===== src/rtl/mpfb_pkg.sv =====
package mpfb_pkg;

  typedef enum logic [2:0] {
    OP_SET     = 3'd0,
    OP_INVERT  = 3'd1,
    OP_CLEAR   = 3'd2,
    OP_PRESENT = 3'd3,
    OP_READ    = 3'd4
  } op_e;

  localparam int unsigned CoordW = 8;
  localparam int unsigned PageW  = 3;

  // classified command passed from front to back
  typedef struct packed {
    logic             reject;
    logic [2:0]       op;
    logic [CoordW:0]  x0;
    logic [CoordW:0]  x1;    // exclusive end column
    logic [CoordW:0]  y0;
    logic [CoordW:0]  y1;    // exclusive end row
    logic [PageW:0]   page;
  } cmd_t;

endpackage


===== src/rtl/mpfb_front.sv =====
module mpfb_front #(
  parameter int unsigned ScreenWidth  = 128,
  parameter int unsigned ScreenHeight = 64,
  parameter int unsigned PageCount    = 8
) (
  input  logic              clk_i,
  input  logic              rst_ni,
  input  logic              valid_i,
  output logic              ready_o,
  input  logic [2:0]        op_i,
  input  logic [7:0]        pos_x_i,
  input  logic [7:0]        pos_y_i,
  input  logic [7:0]        rect_width_i,
  input  logic [7:0]        rect_height_i,
  input  logic [2:0]        read_page_i,
  output logic              cmd_valid_o,
  input  logic              cmd_ready_i,
  output mpfb_pkg::cmd_t    cmd_o
);

  localparam int unsigned Depth = 2;

  mpfb_pkg::cmd_t cmd_d;
  mpfb_pkg::cmd_t fifo_q [Depth];
  logic           wp_q, rp_q;
  logic [1:0]     cnt_q;
  logic [8:0]     xe, ye, ymax;
  logic           row_ok, push, pop;

  // rows on pages beyond PageCount are never touched
  assign ymax = (ScreenHeight < PageCount * 8) ? 9'(ScreenHeight) : 9'(PageCount * 8);
  assign row_ok = {1'b0, pos_y_i} < ymax;

  always_comb begin
    xe = {1'b0, pos_x_i} + {1'b0, rect_width_i};
    ye = {1'b0, pos_y_i} + {1'b0, rect_height_i};
    if (xe > 9'(ScreenWidth)) xe = 9'(ScreenWidth);
    if (ye > ymax) ye = ymax;
    cmd_d.op   = op_i;
    cmd_d.x0   = {1'b0, pos_x_i};
    cmd_d.x1   = xe;
    cmd_d.y0   = {1'b0, pos_y_i};
    cmd_d.y1   = ye;
    cmd_d.page = {1'b0, read_page_i};
    unique case (op_i)
      mpfb_pkg::OP_SET:
        cmd_d.reject = !({1'b0, pos_x_i} < 9'(ScreenWidth) && row_ok);
      mpfb_pkg::OP_INVERT:
        cmd_d.reject = !({1'b0, pos_x_i} < 9'(ScreenWidth) &&
                         {1'b0, pos_y_i} < 9'(ScreenHeight));
      mpfb_pkg::OP_CLEAR, mpfb_pkg::OP_PRESENT: cmd_d.reject = 1'b0;
      mpfb_pkg::OP_READ:
        cmd_d.reject = !({1'b0, pos_x_i} < 9'(ScreenWidth) &&
                         {2'b00, read_page_i} < 5'(PageCount));
      default: cmd_d.reject = 1'b1;
    endcase
  end

  assign ready_o     = cnt_q != 2'(Depth);
  assign push        = valid_i && ready_o;
  assign cmd_valid_o = cnt_q != 2'd0;
  assign pop         = cmd_valid_o && cmd_ready_i;
  assign cmd_o       = fifo_q[rp_q];

  always_ff @(posedge clk_i) begin
    if (push) fifo_q[wp_q] <= cmd_d;
  end

  always_ff @(posedge clk_i or negedge rst_ni) begin
    if (!rst_ni) begin
      wp_q  <= 1'b0;
      rp_q  <= 1'b0;
      cnt_q <= 2'd0;
    end else begin
      if (push) wp_q <= !wp_q;
      if (pop) rp_q <= !rp_q;
      cnt_q <= cnt_q + 2'(push) - 2'(pop);
    end
  end

endmodule


===== config.mk =====
export PLATFORM = sky130hd
export DESIGN_NAME = mpfb_front
export DESIGN_NICKNAME = d
export VERILOG_FILES = /design/src/rtl/mpfb_pkg.sv /design/src/rtl/mpfb_front.sv
export SDC_FILE = /design/constraint.sdc
export NUM_CORES = 1
export LEC_CHECK = 0
export BUFFER_PORTS_ARGS = -buffer_cell sky130_fd_sc_hd__buf_2
export CAP_MARGIN = 20
export CORE_MARGIN = 2
export CORE_UTILIZATION = 50
export CTS_CLUSTER_DIAMETER = 200
export DETAILED_ROUTE_END_ITERATION = 10
export GPL_ROUTABILITY_DRIVEN = 0
export GPL_TIMING_DRIVEN = 0
export PLACE_DENSITY = 0.84
export SLEW_MARGIN = 15
export SYNTH_ARGS = -nofsm -noshare
export SYNTH_HDL_FRONTEND = slang
export SYNTH_SLANG_ARGS = --single-unit

===== constraint.sdc =====
create_clock -name clk_i -period 4.9 [get_ports clk_i]
set_input_delay 0 -clock clk_i [delete_from_list [all_inputs] [get_ports clk_i]]
set_output_delay 0 -clock clk_i [all_outputs]
set_load 0.05 [all_outputs]

After elaboration in Yosys (flattened, before gate mapping)
Memories as Yosys holds them, arrays and structs flattened.
Cells that the tools add are included.

storage, ports and cells
  input port bits = 42
  bits in read-only memories = 0
  memory bits (writable) = 82
  output and inout bits = 46
  bits in latches = 0
  memories = 1
  register bits = 4

cells by class
  shift operators = 0
  equality and inequality tests = 5
  add/sub/neg operators = 4
  divide/modulo/power cells = 0
  multiply operators = 0
  muxes and demuxes = 5
  bitwise operators = 0
  reduce and logical (&&, ||, !) cells = 11
  $lt $le $gt $ge = 4

memory list
  name    words  bits a word  read ports  clocked after Yosys merged registers in  write ports  RTL line          RTL
  fifo_q  2      41           1           0                                        1            mpfb_front.sv:24  mpfb_pkg::cmd_t fifo_q [Depth];

operator list
  operator                                                                          count
  8-bit by 8-bit adder with 9-bit output                                            2
  9-bit 2-to-1 mux                                                                  2
  9-bit by 7-bit greater-than comparator with 1-bit output (second input constant)  1
  9-bit by 8-bit greater-than comparator with 1-bit output (second input constant)  1
  8-bit by 7-bit < comparator with 1-bit output (second input constant)             1
  8-bit < comparator (second input constant)                                        1
  3-bit by 2-bit == test with 1-bit output (second input constant)                  2
  1-bit logical NOT                                                                 4
  2-bit OR reduction                                                                2
  3-bit by 1-bit == test with 1-bit output (second input constant)                  1
  3-bit == test (second input constant)                                             1
  1-bit logical AND                                                                 3
  3-bit logical NOT                                                                 1
  1-bit case mux with 3 select lines                                                1
  2-bit by 1-bit adder with 2-bit output                                            1
  1-bit 2-to-1 mux                                                                  2
  2-bit inequality test (second input constant)                                     1
  2-bit nonzero test                                                                1
  2-bit by 1-bit subtractor with 2-bit output                                       1

Logic depth before layout (Yosys ltp)
Gate-level depths: netlist of the first run.

  depth in word-level cells = 4
  depth in mapped cells = 8
  gate-level depth less buffers = 8

Worst setup path before layout of the first run
No wires, ideal clock.

  path type = flip-flop to flip-flop
  start = reg cnt_q[0]
  end = mem fifo_q[0][0] (netlist bit), enable pin
  data required time = 4.460 ns
  path slack = 1.710 ns
  buffers on the path = 0
  arrival time = 2.751 ns
  cell stages (with the launch flop) = 4
  cells stage by stage = dfrtp_1 nand2b_1 nand2_1 nor2_1

between the ends
  longest elaborated chain between the ends = 4

ends and longest elaborated chain
  element                                 RTL line          RTL
  start, declared                         mpfb_front.sv:26  logic [1:0] cnt_q;
  start signal, assigned                  mpfb_front.sv:77  cnt_q <= cnt_q + 2'(push) - 2'(pop);
  2-bit inequality test                   mpfb_front.sv:59  assign ready_o = cnt_q != 2'(Depth);
  net ready_o                             mpfb_front.sv:9   output logic ready_o,
  1-bit logical AND                       mpfb_front.sv:60  assign push = valid_i && ready_o;
  1-bit 2-to-1 mux                        mpfb_front.sv:66  if (push) fifo_q[wp_q] <= cmd_d;
  1-bit 2-to-1 mux (implied by the code)  mpfb_front.sv:66
  end, declared                           mpfb_front.sv:24

The timed path passes the listed nets, and every way through them passes these cells.

==> impl_metrics.prom, run 1 <==
# TYPE chip_impl_metric gauge
chip_impl_info{name="outcome",value="finished, final reports clean"} 1
chip_impl_metric{name="core-area",unit="sq um"} 7730
chip_impl_metric{name="synth.yosys.seq_area_share",unit="%"} 64.2
chip_impl_metric{name="clock_sinks",unit=""} 86
chip_impl_metric{name="fraction_of_final_layout_cells_sized_beyond_drive_strength_1",unit="%"} 39.0
chip_impl_metric{name="final_hold_viol_count",unit=""} 0
chip_impl_metric{name="placement_rows",unit=""} 32
chip_impl_metric{name="net_switching_power_of_the_design",unit="mW"} 1.27
chip_impl_metric{name="grt_pass1_wl",unit="mm"} 12.0
chip_impl_metric{name="timing.final.max_slew_violations",unit=""} 0
chip_impl_metric{name="portBuffers",unit=""} 84
chip_impl_metric{name="synth_enable_flop_cells",unit=""} 82
chip_impl_metric{name="peakVddDrop",unit="V"} 0.000281
chip_impl_metric{name="drc",unit=""} 0
chip_impl_metric{name="pwr-share-clk",unit="%"} 18.4
chip_impl_metric{name="totalPowerFinal",unit="mW"} 3.00
chip_impl_metric{name="gr-usage-all-layers",unit="%"} 18.2
chip_impl_metric{name="slew_headroom",unit="%"} 45.8
chip_impl_metric{name="detail_route.first_pass.iterations",unit=""} 4
chip_impl_metric{name="worstPathArrival",unit="ns"} 2.52
chip_impl_metric{name="grt_overflow_total",unit=""} 0
chip_impl_metric{name="finalWorstPathRequiredPeriod",unit="ns"} 2.36
chip_impl_info{name="cts_tree",value="done"} 1
chip_impl_metric{name="grt_start_max_net_pins",unit=""} 24
chip_impl_info{name="timing.critical_path.to_type",value="flop"} 1
chip_impl_metric{name="yosys_warnings",unit=""} 0
chip_impl_metric{name="dp.final_hpwl",unit="mm"} 5.39
chip_impl_metric{name="synthXorXnorAreaFrac",unit="%"} 3.29
chip_impl_metric{name="report.final.setup_viol",unit=""} 0
chip_impl_metric{name="synth.cell_area",unit="sq um"} 3990
chip_impl_metric{name="placement.setup.worst_slack",unit="ns"} 2.76
chip_impl_metric{name="floorplan_die_height",unit="um"} 93.4
chip_impl_metric{name="seq_area",unit="sq um"} 2560
chip_impl_metric{name="vias_in_the_first_global_route",unit=""} 2621
chip_impl_metric{name="multi_input_area",unit="sq um"} 1390
chip_impl_metric{name="n_antenna_cell",unit=""} 0
chip_impl_metric{name="fin_hold_ws",unit="ns"} 0.0343
chip_impl_info{name="hp-class",value="in -> reg"} 1
chip_impl_metric{name="p_per_area",unit="nW/um^2"} 587
chip_impl_metric{name="route.final.wire_length",unit="mm"} 7.75
chip_impl_metric{name="antenna_violating_nets_post_route",unit=""} 0
chip_impl_metric{name="max_slew.worst_pin.slew",unit="ns"} 0.804
chip_impl_info{name="setup.worst_path.start_class",value="primary input"} 1
chip_impl_metric{name="power_report.internal_total",unit="mW"} 1.73
chip_impl_metric{name="synth_compound_gate_area_share",unit="%"} 5.45
chip_impl_metric{name="final.setup.tns",unit="ns"} 0
chip_impl_metric{name="finish.instance_area",unit="sq um"} 5110
chip_impl_metric{name="synth_simple_gate_area_share",unit="%"} 6.89
chip_impl_metric{name="pwr-share-comb",unit="%"} 46.2
chip_impl_metric{name="timing.fmax",unit="MHz"} 424
chip_impl_metric{name="synth.lib_cells_used.distinct",unit=""} 37
chip_impl_metric{name="layout.nets",unit=""} 452
chip_impl_metric{name="post_drt_via_cell_ratio",unit=""} 5.11
chip_impl_metric{name="ys_async_sr_fraction",unit="%"} 4.65
chip_impl_metric{name="finish.cell_count_without_fillers",unit=""} 497
chip_impl_metric{name="top_cell_type_s_share_of_synthesized_area",unit="%"} 61.7
chip_impl_metric{name="postPlaceCellArea",unit="sq um"} 4630
chip_impl_metric{name="final.setup_skew",unit="ns"} 0.0109
chip_impl_info{name="critical_path_class",value="in -> reg"} 1
chip_impl_info{name="synth_top_family_by_area",value="multiplexers"} 1
chip_impl_metric{name="clkLatencyLatePin",unit="ns"} 0.35
chip_impl_info{name="ys.flop_type",value="sky130_fd_sc_hd__edfxtp_1"} 1
chip_impl_info{name="most_repeated_cell_in_the_gate_level_netlist_after_synthesis",value="sky130_fd_sc_hd__edfxtp_1"} 1
chip_impl_metric{name="routed_wire_length_per_instance",unit="um"} 15.6
chip_impl_metric{name="power.switching_fraction",unit="%"} 42.4
chip_impl_metric{name="post_synth_mux_area_share",unit="%"} 11.6
chip_impl_metric{name="critPathMaxFanout",unit=""} 9
chip_impl_info{name="yosys-top-cells-count",value="sky130_fd_sc_hd__edfxtp_1, sky130_fd_sc_hd__mux2_2, sky130_fd_sc_hd__ha_1"} 1
chip_impl_metric{name="place_inst",unit=""} 456
chip_impl_metric{name="final_core_util",unit="%"} 66.1
chip_impl_metric{name="floorplan.die_area",unit="sq um"} 8720
chip_impl_metric{name="area.growth.synth_to_final",unit="%"} 27.9
chip_impl_metric{name="cts_repair_resize_count",unit=""} 0
chip_impl_metric{name="design.portCount",unit=""} 88
chip_impl_metric{name="p_leak",unit="nW"} 2.03
chip_impl_metric{name="starting_utilization_of_the_core_area",unit="%"} 51.7
chip_impl_metric{name="postSynthCellCount",unit=""} 260
chip_impl_metric{name="synth_area_per_cell",unit="sq um"} 15.4
chip_impl_metric{name="setup_ws",unit="ns"} 2.54
chip_impl_metric{name="share_of_the_clock_period_used_by_the_worst_path_after_layout",unit="%"} 48.1
chip_impl_info{name="area_contributors_post_synth",value="sky130_fd_sc_hd__edfxtp_1, sky130_fd_sc_hd__mux2_2, sky130_fd_sc_hd__ha_1"} 1
chip_impl_metric{name="fillerInstances",unit=""} 577
chip_impl_info{name="yosysTopAreaCell",value="sky130_fd_sc_hd__edfxtp_1"} 1
chip_impl_metric{name="clk_pin_slew_worst_paths",unit="ns"} 0.09
chip_impl_info{name="rsz0062_at_grt",value="false"} 1
chip_impl_metric{name="dr.first_iter.drc_count",unit=""} 98
chip_impl_metric{name="max_cap_violations",unit=""} 0
chip_impl_metric{name="cts.path.max_buffers",unit=""} 2
chip_impl_info{name="cts-root-buf",value="sky130_fd_sc_hd__clkbuf_8"} 1
chip_impl_metric{name="die_width",unit="um"} 93.4
chip_impl_metric{name="vias",unit=""} 2539
chip_impl_metric{name="antenna_found_initial",unit=""} 0
chip_impl_metric{name="crit_required",unit="ns"} 5.06
chip_impl_metric{name="cts_buffers",unit=""} 9
chip_impl_metric{name="yosys.area_share.adder",unit="%"} 6.64
chip_impl_metric{name="ys_ff_latch",unit=""} 86
chip_impl_metric{name="pwr-share-seq",unit="%"} 35.4
chip_impl_metric{name="cts_htree_levels",unit=""} 3
-- layer usage --
metal  vias to the layer above  GRT usage, %  share of wire, %
li1                       1230             -                 -
met1                      1220          21.4                43
met2                        74          32.4                50
met3                        15          2.90               3.7
met4                         0          8.58               2.6
met5                         -             0                 0
-- path summary, 6_finish.rpt --
check                                     end  startpoint  slack [ns]  cells past startpoint
worst max-delay path            fifo_q[1][20]  pos_x_i[0]        2.54                     10
worst min-delay path                     wp_q     valid_i        0.03                      3
worst max register to register   fifo_q[0][6]    cnt_q[1]        3.13                      4
worst min register to register       cnt_q[1]    cnt_q[1]        0.50                      1
max in group asynchronous                rp_q      rst_ni        4.21                      3
min in group asynchronous            cnt_q[1]      rst_ni        0.52                      3
-- layout make-up --
cell class	count	area share, %
sequential	86	50.2
multi-input combinational	165	27.3
timing repair buffer	111	14.2
clock buffer	10	2.50
tap	102	2.50
clock inverter	6	1.84
buffer	9	0.882
inverter	8	0.588
-- logic make-up (layout without fill, tap and decap cells) --
group / after synthesis / count (layout)
AOI/OAI and AO/OA: 28 / 28
xor gates and xnor gates: 15 / 15
adders and majority gates: 20 / 20
buffers and inverters: 17 / 144
DFF: 86 / 86
muxes: 41 / 41
other: 1 / 9
and+or+nand+nor: 52 / 52
-- flip-flops by register name, indices dropped and copies added (netlist names) --
signal and flops:
fifo_q 82, cnt_q 2, rp_q 1, wp_q 1
-- cell usage in the layout (no fill, tap or decap), types with 3 or more instances in the layout --
master and instances:
sky130_fd_sc_hd__buf_2 84, sky130_fd_sc_hd__nand2_1 10, sky130_fd_sc_hd__inv_1 8, sky130_fd_sc_hd__or2_2 5
sky130_fd_sc_hd__xor2_1 7, sky130_fd_sc_hd__dlygate4sd3_1 25, sky130_fd_sc_hd__o31ai_1 3, sky130_fd_sc_hd__mux2_2 41
sky130_fd_sc_hd__a21oi_1 4, sky130_fd_sc_hd__clkbuf_1 6, sky130_fd_sc_hd__dfrtp_1 4, sky130_fd_sc_hd__nor3_1 6
sky130_fd_sc_hd__clkbuf_8 9, sky130_fd_sc_hd__o21ai_0 5, sky130_fd_sc_hd__a21o_1 6, sky130_fd_sc_hd__nor2_1 11
sky130_fd_sc_hd__ha_1 18, sky130_fd_sc_hd__nand2b_1 4, sky130_fd_sc_hd__a211oi_1 4, sky130_fd_sc_hd__edfxtp_1 82
sky130_fd_sc_hd__xnor2_1 8, sky130_fd_sc_hd__conb_1 9, sky130_fd_sc_hd__buf_4 3, sky130_fd_sc_hd__nor3b_1 4
-- repair_timing --
item | 4_1_cts | 5_1_grt
hold buffers | 25 | 0
buffers inserted | 0 | 0
hold endpoints to repair | 49 | 0
-- power by group through the flow --
stage / sequential, mW / combinational, mW / clock (mW)
floorplan: 1.07 / 1.07 / 0
global placement: 1.08 / 1.32 / 0
detailed placement: 1.08 / 1.38 / 0
CTS: 1.06 / 1.40 / 0.564
global route: 1.08 / 1.46 / 0.593
finish: 1.06 / 1.39 / 0.551
-- worst max-delay path, stage by stage --
cell and delay [ns]:
sky130_fd_sc_hd__dlygate4sd3_1 0.53, sky130_fd_sc_hd__buf_2 0.14, sky130_fd_sc_hd__ha_1 0.20, sky130_fd_sc_hd__inv_1 0.07
sky130_fd_sc_hd__fa_1 0.20, sky130_fd_sc_hd__nand2b_1 0.15, sky130_fd_sc_hd__a211oi_1 0.11, sky130_fd_sc_hd__o41ai_2 0.73
sky130_fd_sc_hd__nand3_1 0.14, sky130_fd_sc_hd__o21ai_0 0.25
Power figures use the tool's default switching activity.
==> run 2, diff against run 1 <==
ABC_AREA = 1   (was unset)
clock period = 2.3 ns   (was 4.9 ns; I/O delays follow)
==> run 2 against run 1 <==
- synthesized cell count up 60%
- core utilization down 1.4 points
- area after synthesis up 5.3%
- worst setup slack worse by 2.3 ns
- via count up 23%
- non-clock buffer count up 4
- critical path type unchanged
- clock power up 76%
- global-route usage up 2.0 points
- flip-flop and latch count unchanged
- highest routed layer unchanged
==> impl_metrics.prom, run 2 <==
# TYPE chip_impl_metric gauge
chip_impl_metric{name="routed_wire_length_per_instance",unit="um"} 13.4
chip_impl_metric{name="synth.cell_area",unit="sq um"} 4200
chip_impl_metric{name="max_slew.worst_pin.slew",unit="ns"} 0.687
chip_impl_metric{name="grt_start_max_net_pins",unit=""} 25
chip_impl_metric{name="placement_rows",unit=""} 33
chip_impl_info{name="ys.flop_type",value="sky130_fd_sc_hd__edfxtp_1"} 1
chip_impl_info{name="worst_hold_startpoint",value="rect_height_i[0]"} 1
chip_impl_metric{name="portBuffers",unit=""} 84
chip_impl_metric{name="gr-usage-all-layers",unit="%"} 20.2
chip_impl_metric{name="synth_enable_flop_cells",unit=""} 82
chip_impl_metric{name="power_report.internal_total",unit="mW"} 3.31
chip_impl_info{name="crit_path_cell_trace",value="dlygate4sd3_1 -> buf_2 -> ha_1 -> inv_1 -> fa_1 -> inv_1 -> nand3_1 -> nand3_1 -> nand2_1 -> nor2_1 -> nand3_1 -> nand2_1 -> nand2_2 -> nor2_1"} 1
chip_impl_metric{name="final.setup_skew",unit="ns"} 0.00889
chip_impl_metric{name="fraction_of_final_layout_cells_sized_beyond_drive_strength_1",unit="%"} 25.3
chip_impl_metric{name="floorplan.die_area",unit="sq um"} 9150
chip_impl_metric{name="detail_route.first_pass.iterations",unit=""} 4
chip_impl_metric{name="drc",unit=""} 0
chip_impl_metric{name="starting_utilization_of_the_core_area",unit="%"} 51.4
chip_impl_info{name="top_regs",value="fifo_q (82), cnt_q (2)"} 1
chip_impl_metric{name="synth.yosys.seq_area_share",unit="%"} 61.0
chip_impl_info{name="timing.critical_path.to_type",value="flop"} 1
chip_impl_info{name="critical_path_class",value="in -> reg"} 1
chip_impl_metric{name="ys_ff_latch",unit=""} 86
chip_impl_metric{name="pwr-share-comb",unit="%"} 50.8
chip_impl_metric{name="ys_async_sr_fraction",unit="%"} 4.65
chip_impl_metric{name="grt_overflow_total",unit=""} 0
chip_impl_info{name="setup.worst_path.start_class",value="primary input"} 1
chip_impl_metric{name="antenna_violating_nets_post_route",unit=""} 0
chip_impl_metric{name="setup_ws",unit="ns"} 0.224
chip_impl_metric{name="share_of_the_clock_period_used_by_the_worst_path_after_layout",unit="%"} 90.3
chip_impl_metric{name="die_width",unit="um"} 95.7
chip_impl_info{name="mostFrequentLayoutCell",value="sky130_fd_sc_hd__nand2_1"} 1
chip_impl_metric{name="finalWorstPathRequiredPeriod",unit="ns"} 2.08
chip_impl_metric{name="vias",unit=""} 3130
chip_impl_info{name="cts-root-buf",value="sky130_fd_sc_hd__clkbuf_8"} 1
chip_impl_metric{name="p_per_area",unit="nW/um^2"} 1240
chip_impl_metric{name="cts_repair_resize_count",unit=""} 0
chip_impl_info{name="crit_top_cell",value="sky130_fd_sc_hd__nand3_1"} 1
chip_impl_metric{name="peakVddDrop",unit="V"} 0.000693
chip_impl_metric{name="postPlaceCellArea",unit="sq um"} 4850
chip_impl_metric{name="place_inst",unit=""} 616
chip_impl_metric{name="regToRegSetupSlack",unit="ns"} 0.50
chip_impl_metric{name="grt_pass1_wl",unit="mm"} 13.7
chip_impl_metric{name="synth_simple_gate_area_share",unit="%"} 24.1
chip_impl_metric{name="worstPathArrival",unit="ns"} 2.26
chip_impl_metric{name="final_hold_viol_count",unit=""} 0
chip_impl_metric{name="postSynthCellCount",unit=""} 417
chip_impl_metric{name="crit_required",unit="ns"} 2.48
chip_impl_metric{name="synth_area_per_cell",unit="sq um"} 10.1
chip_impl_info{name="yosys-top-cells-count",value="sky130_fd_sc_hd__nand2_1, sky130_fd_sc_hd__edfxtp_1, sky130_fd_sc_hd__inv_1"} 1
chip_impl_metric{name="post_drt_via_cell_ratio",unit=""} 4.76
chip_impl_metric{name="core-area",unit="sq um"} 8180
chip_impl_info{name="yosysTopAreaCell",value="sky130_fd_sc_hd__edfxtp_1"} 1
chip_impl_metric{name="timing.final.max_slew_violations",unit=""} 0
chip_impl_info{name="synth_top_family_by_area",value="simple AND/OR/NAND/NOR gates"} 1
chip_impl_info{name="area_contributors_post_synth",value="sky130_fd_sc_hd__edfxtp_1, sky130_fd_sc_hd__nand2_1, sky130_fd_sc_hd__ha_1"} 1
chip_impl_metric{name="net_switching_power_of_the_design",unit="mW"} 3.24
chip_impl_metric{name="cp_slowest_stage_delay",unit="ns"} 0.51
chip_impl_metric{name="clock_sinks",unit=""} 86
chip_impl_metric{name="route.final.wire_length",unit="mm"} 8.80
chip_impl_metric{name="max_reg_flops",unit=""} 82
chip_impl_info{name="outcome",value="finished, final reports clean"} 1
chip_impl_info{name="worst_r2r_startpoint",value="cnt_q[1]"} 1
chip_impl_info{name="rsz0062_at_grt",value="false"} 1
chip_impl_metric{name="post_synth_mux_area_share",unit="%"} 0
chip_impl_info{name="cts_tree",value="done"} 1
chip_impl_info{name="worstReg2RegEnd",value="fifo_q[0][37]"} 1
chip_impl_metric{name="cts_buffers",unit=""} 9
chip_impl_metric{name="synth.lib_cells_used.distinct",unit=""} 29
chip_impl_metric{name="n_antenna_cell",unit=""} 0
chip_impl_metric{name="pwr-share-clk",unit="%"} 14.8
chip_impl_metric{name="hold-path-cell-count",unit=""} 4
chip_impl_metric{name="slew_headroom",unit="%"} 54.1
chip_impl_metric{name="floorplan_die_height",unit="um"} 95.7
chip_impl_metric{name="p_leak",unit="nW"} 2.46
chip_impl_metric{name="synth_compound_gate_area_share",unit="%"} 2.71
chip_impl_metric{name="clkLatencyLatePin",unit="ns"} 0.35
chip_impl_metric{name="antenna_found_initial",unit=""} 0
chip_impl_metric{name="placement.setup.worst_slack",unit="ns"} 0.432
chip_impl_metric{name="synthXorXnorAreaFrac",unit="%"} 0.834
chip_impl_metric{name="cts_htree_levels",unit=""} 3
chip_impl_metric{name="area.growth.synth_to_final",unit="%"} 25.8
chip_impl_metric{name="cts.path.max_buffers",unit=""} 2
chip_impl_info{name="commonest_cells_after_routing_fill_and_taps_aside",value="sky130_fd_sc_hd__nand2_1, sky130_fd_sc_hd__buf_2, sky130_fd_sc_hd__edfxtp_1, sky130_fd_sc_hd__inv_1, sky130_fd_sc_hd__dlygate4sd3_1"} 1
chip_impl_metric{name="yosys.area_share.adder",unit="%"} 6.31
chip_impl_metric{name="finish.instance_area",unit="sq um"} 5290
chip_impl_metric{name="dp.final_hpwl",unit="mm"} 6.12
chip_impl_metric{name="timing.fmax",unit="MHz"} 482
chip_impl_metric{name="vias_in_the_first_global_route",unit=""} 3040
chip_impl_metric{name="pwr-share-seq",unit="%"} 34.4
chip_impl_metric{name="finish.cell_count_without_fillers",unit=""} 658
chip_impl_metric{name="layout.nets",unit=""} 610
chip_impl_metric{name="dr.first_iter.drc_count",unit=""} 211
chip_impl_metric{name="top_cell_type_s_share_of_synthesized_area",unit="%"} 58.6
chip_impl_metric{name="critPathMaxFanout",unit=""} 5
chip_impl_metric{name="clk_pin_slew_worst_paths",unit="ns"} 0.09
chip_impl_info{name="most_repeated_cell_in_the_gate_level_netlist_after_synthesis",value="sky130_fd_sc_hd__nand2_1"} 1
chip_impl_info{name="hp-class",value="in -> reg"} 1
chip_impl_info{name="max_stage_delay_cell_worst_path",value="sky130_fd_sc_hd__dlygate4sd3_1"} 1
chip_impl_metric{name="report.final.setup_viol",unit=""} 0
chip_impl_info{name="registers.top_by_ff_count",value="fifo_q"} 1
chip_impl_metric{name="max_cap_violations",unit=""} 0
chip_impl_info{name="whs_endpoint",value="fifo_q[0][3]"} 1
chip_impl_metric{name="yosys_warnings",unit=""} 0
chip_impl_metric{name="fin_hold_ws",unit="ns"} 0.152
chip_impl_metric{name="design.portCount",unit=""} 88
chip_impl_metric{name="final_core_util",unit="%"} 64.7
chip_impl_metric{name="power.switching_fraction",unit="%"} 49.4
chip_impl_metric{name="ff2ff_path_depth",unit=""} 4
[run 2: cell types whose count changed in the layout (fill, tap and decap cells not counted), moves of 7 or more]
cell and delta:
sky130_fd_sc_hd__mux2_2 -41, sky130_fd_sc_hd__nand3_1 +12, sky130_fd_sc_hd__nand2_2 +13, sky130_fd_sc_hd__nor2_2 +7, sky130_fd_sc_hd__nor2_1 +9, sky130_fd_sc_hd__nand2_1 +160, sky130_fd_sc_hd__inv_1 +29
[run 2: worst max-delay path: cells and delay by family]
| kind | cells | cell delay (ns) |
|---|---|---|
| AND/OR/NAND/NOR | 8 | 0.83 |
| buffers and inverters | 4 | 0.82 |
| adder cells (fa/ha/maj) | 2 | 0.60 |
[run 2: timing repair]
item / 4_1_cts / 5_1_grt
hold endpoints to repair: 50 / 0
buffers inserted: 0 / 0
hold buffers: 26 / 0
[run 2: cell type report]
class	count	area [sq um]
multi-input cells	286	1480
clock buffers	9	124
clock inverters	7	57.6
fillers	671	2890
well taps	105	131
repair buffers	112	728
flip-flops and latches	86	2560
plain buffers	12	56.3
inverters	41	154
[run 2: kinds of logic after synthesis]
logic type / after synthesis
adder cells (fa/ha/maj): 20
AND/OR/NAND/NOR: 238
other: 1
buffers and inverters: 53
flip-flops: 86
AO/OA/AOI/OAI: 15
XOR/XNOR: 4
[run 2: how the worst max path moves through the flow]
stage / startpoint / endpoint / slack, ns / cells past startpoint
CTS: pos_x_i[0] / fifo_q[0][24] / 0.27 / 14
global route: pos_x_i[0] / fifo_q[1][24] / 0.10 / 14
finish: pos_x_i[0] / fifo_q[1][24] / 0.22 / 14
detailed placement: pos_x_i[0] / fifo_q[0][24] / 0.43 / 13
global placement: cnt_q[1] / fifo_q[1][11] / -0.42 / 3
floorplan: cnt_q[1] / fifo_q[1][0] / -0.20 / 3
[run 2: power by group through the flow]
stage / registers, mW / logic, mW / clock network [mW]
2_1_floorplan: 2.28 / 2.47 / 0
3_3_place_gp: 2.29 / 3.19 / 0
3_5_place_dp: 2.30 / 3.31 / 0
4_1_cts: 2.26 / 3.36 / 1.01
5_1_grt: 2.29 / 3.59 / 1.07
6_report: 2.26 / 3.33 / 0.972
[run 2: layer usage]
layer,vias to the layer above,part of all wire (%),track usage [%]
li1,1601,-,-
met1,1426,44,25.9
met2,90,50,33.2
met3,13,4.3,3.95
met4,0,1.7,9.29
met5,-,0,0
[run 2: metrics by stage]
| step | power, mW | TNS [ns] |
|---|---|---|
| after floorplan | 4.75 | -15.77 |
| after global placement | 5.49 | -33.55 |
| after detailed placement | 5.61 | 0 |
| after CTS | 6.63 | 0 |
| after global routing | 6.95 | 0 |
| final | 6.56 | 0 |
